==> config.mk <==
export PLATFORM = sky130hd
export DESIGN_NAME = crpf_queue
export DESIGN_NICKNAME = d
export VERILOG_FILES = /design/src/rtl/crpf_pkg.sv /design/src/rtl/crpf_queue.sv
export VERILOG_INCLUDE_DIRS = /design/src /design/src/rtl
export SDC_FILE = /design/constraint.sdc
export NUM_CORES = 1
export LEC_CHECK = 0
export BUFFER_PORTS_ARGS = -buffer_cell sky130_fd_sc_hd__clkbuf_2
export CAP_MARGIN = 20
export CELL_PAD_IN_SITES_DETAIL_PLACEMENT = 1
export CELL_PAD_IN_SITES_GLOBAL_PLACEMENT = 1
export CORE_ASPECT_RATIO = 1.5
export CORE_MARGIN = 2
export CORE_UTILIZATION = 50
export CTS_BUF_LIST = sky130_fd_sc_hd__clkbuf_2 sky130_fd_sc_hd__clkbuf_4 sky130_fd_sc_hd__clkbuf_8
export DETAILED_ROUTE_END_ITERATION = 8
export PLACE_DENSITY_LB_ADDON = 0.1
export SYNTH_ARGS = -nofsm -noshare
export SYNTH_HDL_FRONTEND = slang
export SYNTH_SLANG_ARGS = --single-unit
==> constraint.sdc <==
create_clock -name clk -period 5.3 [get_ports clk]
set_clock_uncertainty 0.1 [all_clocks]
set_input_delay 1.06 -clock clk [delete_from_list [all_inputs] [get_ports clk]]
set_output_delay 1.06 -clock clk [all_outputs]
set_load 0.05 [all_outputs]
==> src/rtl/catmull_rom_path_follower_macros.svh <==
// ----------------------------------------------------------------------------
// catmull rom path follower assertion macros
// concurrent assertion helpers, empty when SYNTH is defined
// ----------------------------------------------------------------------------
`ifndef CATMULL_ROM_PATH_FOLLOWER_MACROS_SVH
`define CATMULL_ROM_PATH_FOLLOWER_MACROS_SVH
`ifndef SYNTH
`define CRPF_ASSERT(lbl, clk, rstn, expr) \
    lbl: assert property (@(posedge clk) disable iff (!rstn) (expr)) \
        else $error("crpf assertion failed");
`define CRPF_ASSERT_NEXT(lbl, clk, rstn, ante, cons) \
    lbl: assert property (@(posedge clk) disable iff (!rstn) (ante) |=> (cons)) \
        else $error("crpf assertion failed");
`else
`define CRPF_ASSERT(lbl, clk, rstn, expr)
`define CRPF_ASSERT_NEXT(lbl, clk, rstn, ante, cons)
`endif
`endif

==> src/rtl/crpf_pkg.sv <==
// ----------------------------------------------------------------------------
// crpf_pkg
// shared types and codes of the catmull rom path follower
// ----------------------------------------------------------------------------
package crpf_pkg;

    localparam logic [1:0] OP_WRITE   = 2'd0;
    localparam logic [1:0] OP_RESTART = 2'd1;
    localparam logic [1:0] OP_TICK    = 2'd2;

    localparam logic [1:0] KIND_ZERO  = 2'd0;
    localparam logic [1:0] KIND_POINT = 2'd1;
    localparam logic [1:0] KIND_CURVE = 2'd2;

    localparam logic [1:0] REG_NUM_POINTS  = 2'd0;
    localparam logic [1:0] REG_SPEED       = 2'd1;
    localparam logic [1:0] REG_TARGET_LEAD = 2'd2;

    // wide enough for the largest table size
    localparam int IDX_W = 8;
    localparam int T_W   = 18;
    localparam int PT_W  = 96;

    typedef struct packed {
        logic [1:0]         op;
        logic [3:0]         point_index;
        logic signed [31:0] coord_x;
        logic signed [31:0] coord_y;
        logic signed [31:0] coord_z;
        logic [15:0]        delta_time;
    } in_item_t;

    typedef struct packed {
        logic signed [31:0] cam_x;
        logic signed [31:0] cam_y;
        logic signed [31:0] cam_z;
        logic signed [31:0] aim_x;
        logic signed [31:0] aim_y;
        logic signed [31:0] aim_z;
        logic [3:0]         segment;
        logic               stopped;
    } out_item_t;

    typedef struct packed {
        logic [1:0]       kind;
        logic [IDX_W-1:0] addr;
        logic [IDX_W-1:0] seg;
        logic [T_W-1:0]   t;
        logic [T_W-1:0]   aim;
        logic             halted;
    } job_t;

endpackage

==> src/rtl/crpf_queue.sv <==
// ----------------------------------------------------------------------------
// crpf_queue
// two entry job queue between the front and the back
// ----------------------------------------------------------------------------
`include "catmull_rom_path_follower_macros.svh"
module crpf_queue (
    input  logic          clk,
    input  logic          rst_n,
    input  logic          push,
    input  crpf_pkg::job_t push_job,
    input  logic          pop,
    output crpf_pkg::job_t head_job,
    output logic          full,
    output logic          empty
);
    import crpf_pkg::*;

    job_t       slot_reg [2];
    logic       wptr_reg, wptr_next;
    logic       rptr_reg, rptr_next;
    logic [1:0] cnt_reg, cnt_next;

    always_comb
    begin
        wptr_next = wptr_reg ^ push;
        rptr_next = rptr_reg ^ pop;
        cnt_next  = cnt_reg + {1'b0, push} - {1'b0, pop};
    end

    always_ff @(posedge clk or negedge rst_n)
    begin
        if (!rst_n)
        begin
            wptr_reg <= 1'b0;
            rptr_reg <= 1'b0;
            cnt_reg  <= 2'd0;
        end
        else
        begin
            wptr_reg <= wptr_next;
            rptr_reg <= rptr_next;
            cnt_reg  <= cnt_next;
        end
    end

    always_ff @(posedge clk)
    begin
        if (push)
        begin
            slot_reg[wptr_reg] <= push_job;
        end
    end

    assign head_job = slot_reg[rptr_reg];
    assign full     = (cnt_reg == 2'd2);
    assign empty    = (cnt_reg == 2'd0);

    `CRPF_ASSERT(a_no_overflow, clk, rst_n, !(push && full && !pop))
    `CRPF_ASSERT(a_no_underflow, clk, rst_n, !(pop && empty))
endmodule

==> results of run 1 <==
layout by cell type, fill, tap and decap left out:
master / count
clkbuf_2: 115
edfxtp_1: 110
mux2_4: 40
clkbuf_8: 22
mux2_2: 15
clkbuf_4: 5
inv_1: 4
bufinv_16: 3
dfrtp_1: 3
ha_1: 2
ha_2: 2
buf_4: 2
xor3_1: 1
nor2b_1: 1
nor2_1: 1
xor2_1: 1
clkinv_1: 1
clkinv_2: 1
dfrtp_4: 1
worst paths after layout:
check,startpoint,end,slack (ns)
hold / removal,rst_n,cnt_reg[1],0.34
min in group clk,cnt_reg[1],cnt_reg[1],0.53
max in group asynchronous,rst_n,rptr_reg,4.61
setup reg to reg,wptr_reg,slot_reg[0][44],3.29
hold reg to reg,cnt_reg[1],cnt_reg[1],0.53
setup / recovery,rptr_reg,head_job[45],1.97
metal layers:
layer	vias up	GRT usage, %	wire length [um]
li1	998	-	-
met1	1070	18.8	2820
met2	84	31.1	4280
met3	13	8.97	560
met4	0	7.84	146
met5	-	0	0
synth_stat cells, drive strengths merged:
| master | instances | area share, % |
|---|---|---|
| xor3 | 1 | 0.55 |
| xor2 | 1 | 0.20 |
| edfxtp | 110 | 76 |
| nor2 | 1 | 0.086 |
| ha | 4 | 1.2 |
| nor2b | 1 | 0.14 |
| mux2 | 55 | 18 |
| buf | 6 | 1.4 |
| dfrtp | 4 | 2.3 |
| inv | 4 | 0.35 |
area by class of cell:
class / count / share of cell area [%]
inverter: 4 / 0.275
clock buffer: 27 / 6.24
multi-input combinational: 63 / 15.9
timing repair buffer: 117 / 10.8
tap: 107 / 2.46
sequential: 114 / 62.5
clock inverter: 5 / 1.81
worst register-to-register path: stages (launching register included):
cell     delay [ns]
dfrtp_1        0.38
inv_1          0.06
ha_2           0.62
buf_4          0.49
kinds of logic after synthesis:
family,share of synthesized area (%)
and+or+nand+nor,0.231
DFF,78.4
muxes,17.7
buffers and inverters,1.76
xor gates and xnor gates,0.749
adders and majority gates,1.15
through the flow:
step / util (%) / hold slack, ns
finish: 64.8 / 0.343
global placement: 59.6 / 0.493
global route: 64.8 / 0.310
detailed placement: 59.6 / 0.512
CTS: 64.8 / 0.307
floorplan: - / 0.480
power groups by stage:
stage | Combinational, mW | Clock, mW | Sequential, mW
after floorplan | 1.22 | 0 | 1.26
after CTS | 1.37 | 0.890 | 1.36
after global routing | 1.40 | 0.925 | 1.38
final | 1.34 | 0.865 | 1.36
after global placement | 1.34 | 0 | 1.37
after detailed placement | 1.36 | 0 | 1.38
==> results.py, run 1 <==
metrics = {
    "clock_tree": {
        "hold_buffers": 0,
        "post_cts_buffers": 0,
        "clk_latency_ns": 0.41,
        "cts_tree": "yes",
        "numCtsBuffers": 17,
        "clockBufferDepth": 2,
        "cts.clk_slew.worst_paths_ns": 0.06,
        "cts_resized": 0,
        "cts_root_buf": "clkbuf_8",
        "clkSinkCount": 114,
        "htreeDepth": 4,
    },
    "setup_path": {
        "crit_arrival_ns": 2.17,
        "startpoint_type": "flop",
        "cpPeakStageDelay_ns": 1.06,
        "r2r_cells": 3,
        "critPathBufInv": 1,
        "cp.depth": 2,
        "crit_family": "flip-flops",
        "crit_chain": "mux2_2, clkbuf_2",
        "crit_type": "flop to output pin",
        "cp-end-kind": "output pin",
        "cp_slowest_cell": "dfrtp_4",
        "required_ns": 4.14,
        "crit_fanout": 56,
    },
    "placed_design": {
        "port_buffers": 115,
        "dp.cells": 405,
        "gp_congestion": 0.668,
        "place_area_um2": 5010,
        "dp_hpwl_um": 5200,
        "dp_slack_ns": 2.39,
    },
    "logic_synthesis": {
        "synthCells": 187,
        "syn-num-nets": 250,
        "yosys_warnings": 0,
        "synth.yosys.seq_area_share_pct": 78.4,
        "syn_area_um2": 4340,
        "synth.distinct_cells": 12,
        "ys_ff_latch": 114,
        "avgSynthCellArea_um2": 23.2,
    },
    "route": {
        "drcViolationCount": 0,
        "viasPerCell": 4.95,
        "first_pass_iters": 4,
        "num_vias": 2165,
        "avgRoutedWirePerCell_um": 17.9,
        "drtIter0Drc": 80,
        "ant_nets": 0,
        "drt_wl_total_um": 7810,
    },
    "sta": {
        "grt_setup_unrepaired": "false",
        "worst_pin_slew_ns": 0.972,
        "hold_viol": 0,
        "fin_crit_sh_pct": 62.8,
        "slew_headroom_pct": 35.2,
        "setup_ws_ns": 1.97,
        "final_max_slew_viol_count": 0,
        "fmax_mhz": 300,
        "fin_crit_ns": 3.33,
        "setup_viol": 0,
        "tns_ns": 0,
    },
    "floorplanning": {
        "rows": 41,
        "die-area_um2": 9460,
        "die_h_um": 118,
        "start_util_pct": 51.6,
        "core_um2": 8410,
        "ioPinCount": 116,
        "die_width_um": 80.1,
    },
    "cells_and_area": {
        "fill_cells": 776,
        "antenna_cells": 0,
        "syn2layout_area_growth_pct": 25.6,
        "drive_gt1_share_pct": 62.4,
        "largest_reg_flops": 110,
        "final_cell_area_um2": 5450,
        "layout.cells.non_filler": 437,
        "final_nets": 380,
        "multi_input_area_um2": 867,
        "seqCellArea_um2": 3410,
    },
    "grt": {
        "grt_usage_pct": 18.4,
        "grt_max_degree": 57,
        "grt_pass1_vias": 2437,
        "overflow": 0,
        "grt_pass1_wl_um": 12300,
        "antenna_found_initial": 0,
    },
    "pwr": {
        "total_power_mw": 3.56,
        "powerDensity_nw_per_um2": 654,
        "switching_share_pct": 38.4,
        "leakagePower_nw": 2.26,
        "netSwitchingPower_mw": 1.37,
        "peakVddDrop_mv": 0.325,
        "p_clk_share_pct": 24.3,
        "p_comb_share_pct": 37.7,
        "power_frac_seq_pct": 38.0,
        "power.internal_mw": 2.20,
    },
    "outcome": {
        "status": "finished, final reports clean",
    },
    "worst_hold_path": {
        "hp-class": "input port to asynchronous set/reset pin",
    },
    "flow_run": {
        "drv_cap": 0,
    },
}
Note: power is estimated with default switching activity, not from simulation.
==> inputs of run 2 (changes only) <==
--- a/config.mk
+++ b/config.mk
@@ -12,7 +12,7 @@
 export CELL_PAD_IN_SITES_GLOBAL_PLACEMENT = 1
 export CORE_ASPECT_RATIO = 1.5
 export CORE_MARGIN = 2
-export CORE_UTILIZATION = 50
+export CORE_UTILIZATION = 42
 export CTS_BUF_LIST = sky130_fd_sc_hd__clkbuf_2 sky130_fd_sc_hd__clkbuf_4 sky130_fd_sc_hd__clkbuf_8
 export DETAILED_ROUTE_END_ITERATION = 8
 export PLACE_DENSITY_LB_ADDON = 0.1
==> constraint.sdc (replaced) <==
create_clock -name clk -period 2.9 [get_ports clk]
set_clock_uncertainty 0.1 [all_clocks]
set_input_delay 0.58 -clock clk [delete_from_list [all_inputs] [get_ports clk]]
set_output_delay 0.58 -clock clk [all_outputs]
set_load 0.05 [all_outputs]
==> run 2 against run 1 <==
Core utilization down 11 points. Combinational power up 93%. Clock power up 53%. Critical endpoint is now head_job[36]. Largest cell class unchanged. Largest power group is now combinational cells.
==> results.py, run 2 (same netlist as run 1, synthesis figures left out) <==
metrics = {
    "grt": {
        "grt_pass1_wl_um": 11400,
        "antenna_found_initial": 0,
        "met2_usage_pct": 23.3,
        "use_met3_pct": 5.90,
        "overflow": 0,
        "grt_use_met1_pct": 15.0,
        "grt_usage_pct": 14.2,
        "grt_max_degree": 33,
        "gr-max-usage-layer": "met2",
        "grt_pass1_vias": 2357,
    },
    "pwr": {
        "power.internal_mw": 3.79,
        "leakagePower_nw": 2.24,
        "powerDensity_nw_per_um2": 1150,
        "power_frac_seq_pct": 37.8,
        "switching_share_pct": 39.6,
        "p_clk_share_pct": 21.0,
        "peakVddDrop_mv": 0.479,
        "p_comb_share_pct": 41.2,
        "netSwitchingPower_mw": 2.48,
    },
    "cells_and_area": {
        "final_cell_area_um2": 5430,
        "largest_reg_flops": 110,
        "final_nets": 387,
        "layout.cells.non_filler": 452,
        "syn2layout_area_growth_pct": 25.1,
        "drive_gt1_share_pct": 61.5,
        "antenna_cells": 0,
        "layout_common_cells": "clkbuf_2 (115), edfxtp_1 (110), mux2_4 (40)",
        "mostFrequentLayoutCell": "clkbuf_2",
    },
    "clock_tree": {
        "cts_tree": "yes",
        "clk_latency_ns": 0.42,
        "post_cts_buffers": 0,
        "cts.clk_slew.worst_paths_ns": 0.07,
        "clockBufferDepth": 2,
        "clkSinkCount": 114,
        "htreeDepth": 4,
        "cts_root_buf": "clkbuf_8",
        "numCtsBuffers": 17,
    },
    "setup_path": {
        "cp-end-kind": "output pin",
        "cpPeakStageDelay_ns": 0.73,
        "startpoint_type": "flop",
        "required_ns": 2.22,
        "crit_arrival_ns": 2.03,
        "cp_slowest_cell": "dfrtp_4",
        "crit_family": "flip-flops",
        "r2r_start": "wptr_reg",
        "r2r_cells": 3,
        "reg2reg_to": "slot_reg[0][11]",
        "crit_type": "flop to output pin",
        "r2r_setup_slack_ns": 1.43,
        "crit_fanout": 28,
        "crit_chain": "buf_4, mux2_4, clkbuf_2",
        "critPathBufInv": 2,
    },
    "floorplanning": {
        "rows": 45,
        "ioPinCount": 116,
        "die_h_um": 129,
        "die_width_um": 87.0,
        "core_um2": 10100,
        "die-area_um2": 11200,
        "start_util_pct": 43.1,
    },
    "placed_design": {
        "gp_congestion": 0.651,
        "port_buffers": 115,
        "place_area_um2": 5070,
        "dp.cells": 421,
        "dp_hpwl_um": 5100,
    },
    "sta": {
        "fin_crit_sh_pct": 93.3,
        "slew_headroom_pct": 68.3,
        "fin_crit_ns": 2.71,
        "worst_pin_slew_ns": 0.476,
        "tns_ns": 0,
        "setup_viol": 0,
        "grt_setup_unrepaired": "false",
        "fmax_mhz": 369,
        "hold_viol": 0,
        "final_max_slew_viol_count": 0,
    },
    "route": {
        "ant_nets": 0,
        "drt_wl_total_um": 7480,
        "drtIter0Drc": 77,
        "num_vias": 2163,
        "avgRoutedWirePerCell_um": 16.6,
        "viasPerCell": 4.79,
        "drcViolationCount": 0,
        "first_pass_iters": 4,
    },
    "worst_hold_path": {
        "min_path_cells": 1,
        "hp-class": "input port to flop",
        "whs_endpoint": "slot_reg[1][51]",
        "worstHoldStart": "push_job[51]",
    },
    "flow_run": {
        "drv_cap": 0,
    },
    "outcome": {
        "status": "finished, final reports clean",
    },
}
run 2: how the worst max path moves through the flow:
stage	slack (ns)	cells past startpoint	to	startpoint
finish	0.19	3	head_job[36]	rptr_reg
global route	0.08	3	head_job[0]	rptr_reg
CTS	0.12	3	head_job[0]	rptr_reg
detailed placement	0.60	3	head_job[0]	rptr_reg
global placement	0.60	3	head_job[0]	rptr_reg
floorplan	0.45	1	slot_reg[0][0]	push
run 2: power by group through the flow:
stage          sequential [mW]  combinational [mW]  clock (mW)
2_1_floorplan             2.30                2.24           0
3_3_place_gp              2.39                2.61           0
3_5_place_dp              2.41                2.61           0
4_1_cts                   2.38                2.62        1.36
5_1_grt                   2.41                2.71        1.42
6_report                  2.37                2.58        1.32
run 2: routing by layer:
layer  vias up  part of all wire [%]
met5         -                     0
met4         0                   2.4
met3        13                   8.2
met2        89                    54
li1       1008                     -
met1      1053                    36
run 2: cell type report:
cell class,instances,area (um^2)
Clock buffer,20,256
Clock inverter,10,93.8
Fill cell,968,4650
Inverter,4,15.0
Multi-Input combinational cell,63,867
Sequential cell,114,3410
Tap cell,117,146
Timing Repair Buffer,124,646
run 2: metrics by stage:
stage | total power, mW | utilization [%] | worst slack (ns) | hold WS (ns)
4_1_cts | 6.36 | 53.9 | 0.124 | 0.216
6_report | 6.27 | 53.9 | 0.193 | 0.246
3_5_place_dp | 5.03 | 50.3 | 0.596 | 0.297
5_1_grt | 6.55 | 53.9 | 0.0763 | 0.218
3_3_place_gp | 5.00 | 50.3 | 0.599 | 0.294
2_1_floorplan | 4.53 | - | 0.451 | 0.184
run 2: timing repair:
action                    in CTS  in global routing
hold endpoints to repair       4                  0
gates resized for setup        0                  0
hold buffers                   1                  0
==> inputs of run 3 (changes only) <==
--- a/config.mk
+++ b/config.mk
@@ -6,12 +6,12 @@
 export SDC_FILE = /design/constraint.sdc
 export NUM_CORES = 1
 export LEC_CHECK = 0
+export ABC_AREA = 0
 export BUFFER_PORTS_ARGS = -buffer_cell sky130_fd_sc_hd__clkbuf_2
 export CAP_MARGIN = 20
 export CELL_PAD_IN_SITES_DETAIL_PLACEMENT = 1
 export CELL_PAD_IN_SITES_GLOBAL_PLACEMENT = 1
 export CORE_ASPECT_RATIO = 1.5
-export CORE_MARGIN = 2
 export CORE_UTILIZATION = 42
 export CTS_BUF_LIST = sky130_fd_sc_hd__clkbuf_2 sky130_fd_sc_hd__clkbuf_4 sky130_fd_sc_hd__clkbuf_8
 export DETAILED_ROUTE_END_ITERATION = 8
==> constraint.sdc (replaced) <==
create_clock -name clk -period 2.3 [get_ports clk]
set_clock_uncertainty 0.1 [all_clocks]
set_input_delay 0.46 -clock clk [delete_from_list [all_inputs] [get_ports clk]]
set_output_delay 0.46 -clock clk [all_outputs]
set_load 0.05 [all_outputs]
==> run 3 against run 2 <==
Critical path depth unchanged. Cell count up 0.88%. Sequential cell count unchanged. Global-route usage up 0.77 points. Non-clock buffer count up 2. Clock-buffer cell count down 1. Via count about the same. Combinational power up 37%. Clock power up 55%. Routed wire length up 0.40%. Sequential share of layout area down 2.3 points. Critical path type unchanged. Critical endpoint is now head_job[10]. Largest power group unchanged.
==> results.py, run 3 (same netlist as run 1, synthesis figures left out) <==
metrics = {
    "cells_and_area": {
        "final_nets": 389,
        "layout_common_cells": "edfxtp_1 (110), clkbuf_2 (95), mux2_4 (40)",
        "syn2layout_area_growth_pct": 29.9,
        "fill_cells": 934,
        "layout.cells.non_filler": 456,
        "multi_input_area_um2": 867,
        "mostFrequentLayoutCell": "edfxtp_1",
        "largest_reg_flops": 110,
        "antenna_cells": 0,
        "drive_gt1_share_pct": 62.8,
        "final_util_pct": 55.9,
        "seqCellArea_um2": 3410,
    },
    "grt": {
        "overflow": 0,
        "grt_pass1_wl_um": 11600,
        "grt_usage_pct": 15.0,
        "antenna_found_initial": 0,
        "grt_pass1_vias": 2337,
        "grt_max_degree": 23,
    },
    "setup_path": {
        "crit_chain": "buf_12, mux2_4, clkbuf_2",
        "cp_slowest_cell": "dfrtp_4",
        "crit_type": "flop to output pin",
        "crit_fanout": 17,
        "cpPeakStageDelay_ns": 0.54,
        "startpoint_type": "flop",
        "crit_arrival_ns": 1.68,
        "required_ns": 1.74,
        "r2r_setup_slack_ns": 0.78,
        "cp-end-kind": "output pin",
    },
    "clock_tree": {
        "clk_latency_ns": 0.41,
        "cts.clk_slew.worst_paths_ns": 0.07,
        "clkSinkCount": 114,
        "cts_tree": "yes",
        "htreeDepth": 4,
        "numCtsBuffers": 17,
        "clockBufferDepth": 2,
        "cts_root_buf": "clkbuf_8",
    },
    "route": {
        "ant_nets": 0,
        "num_vias": 2161,
        "drtIter0Drc": 50,
        "avgRoutedWirePerCell_um": 16.5,
        "drt_wl_total_um": 7510,
        "viasPerCell": 4.74,
        "drcViolationCount": 0,
        "first_pass_iters": 4,
    },
    "placed_design": {
        "dp_hpwl_um": 5030,
        "dp.cells": 420,
        "gp_congestion": 0.658,
        "port_buffers": 115,
    },
    "pwr": {
        "powerDensity_nw_per_um2": 1500,
        "leakagePower_nw": 2.32,
        "peakVddDrop_mv": 0.836,
    },
    "worst_hold_path": {
        "hp-class": "input port to flop",
    },
    "sta": {
        "final_max_slew_viol_count": 0,
        "fin_crit_ns": 2.24,
        "fin_crit_sh_pct": 97.5,
        "setup_viol": 0,
        "worst_pin_slew_ns": 0.401,
        "hold_viol": 0,
        "grt_setup_unrepaired": "true",
        "tns_ns": 0,
        "fmax_mhz": 446,
        "slew_headroom_pct": 73.2,
    },
    "floorplanning": {
        "die-area_um2": 10800,
        "die_width_um": 85.0,
        "ioPinCount": 116,
        "start_util_pct": 43.1,
        "die_h_um": 127,
        "core_um2": 10100,
        "rows": 45,
    },
    "outcome": {
        "status": "finished, final reports clean",
    },
    "flow_run": {
        "drv_cap": 0,
    },
}
## run 3: cell types whose count changed in the layout (fill, tap and decap cells not counted), moves of 3 or more
cell       before  now
bufinv_16       2    5
buf_2           0   14
clkbuf_2      115   95
buf_12          0    7
clkbuf_4        3    8
clkinv_1        5    2
buf_4           8    3
## run 3: power breakdown
part,internal [mW],total [mW],leakage [nW],switching [mW]
combinational,1.22,3.54,1.02,2.32
sequential,2.76,2.90,1.08,0.136
clock,1.30,2.04,0.225,0.741
total,5.28,8.48,2.32,3.20
## run 3: timing repair
action | CTS | global route
endpoints found under the setup margin | 44 | 16
buffers inserted | 3 | 0
hold endpoints to repair | 4 | 0
pin swaps | 0 | 0
hold buffers | 1 | 0
resized for setup | 6 | 14
## run 3: routing by layer
metal	part of all wire (%)	global-route usage, %	vias to the layer above
li1	-	-	1017
met1	39	15.8	1054
met2	53	25.9	82
met3	6.8	6.18	8
met4	1.3	6.88	0
met5	0	0	-
## run 3: stage by stage
stage | power [mW] | worst slack [ns] | area (um^2) | hold WS, ns
2_1_floorplan | 5.71 | 0.550 | 4350 | 0.0644
3_3_place_gp | 6.43 | 0.337 | 5150 | 0.177
3_5_place_dp | 6.47 | 0.315 | 5150 | 0.179
4_1_cts | 8.60 | 0.00123 | 5640 | 0.0982
5_1_grt | 8.81 | -0.00206 | 5640 | 0.0994
6_report | 8.48 | 0.0583 | 5640 | 0.130
## run 3: critical path: cells and delay by family, from the launching register on
kind	cells	cell delay, ns
mux	1	0.30
flops	1	0.54
buf+inv	2	0.43
## run 3: path summary, 6_finish.rpt
kind | cells after the start | to | from
max | 3 | head_job[10] | rptr_reg
min | 1 | slot_reg[1][12] | push_job[12]
max reg2reg | 3 | slot_reg[0][50] | wptr_reg
min reg2reg | 3 | wptr_reg | wptr_reg
max in group asynchronous | 2 | rptr_reg | rst_n
min in group asynchronous | 2 | rptr_reg | rst_n
## run 3: area by class of cell
cell class,instances,area share [%]
inverter,4,0.266
tap,117,2.60
clock buffer,19,4.42
multi-input combinational,63,15.4
clock inverter,13,3.37
timing repair buffer,126,13.5
sequential,114,60.4
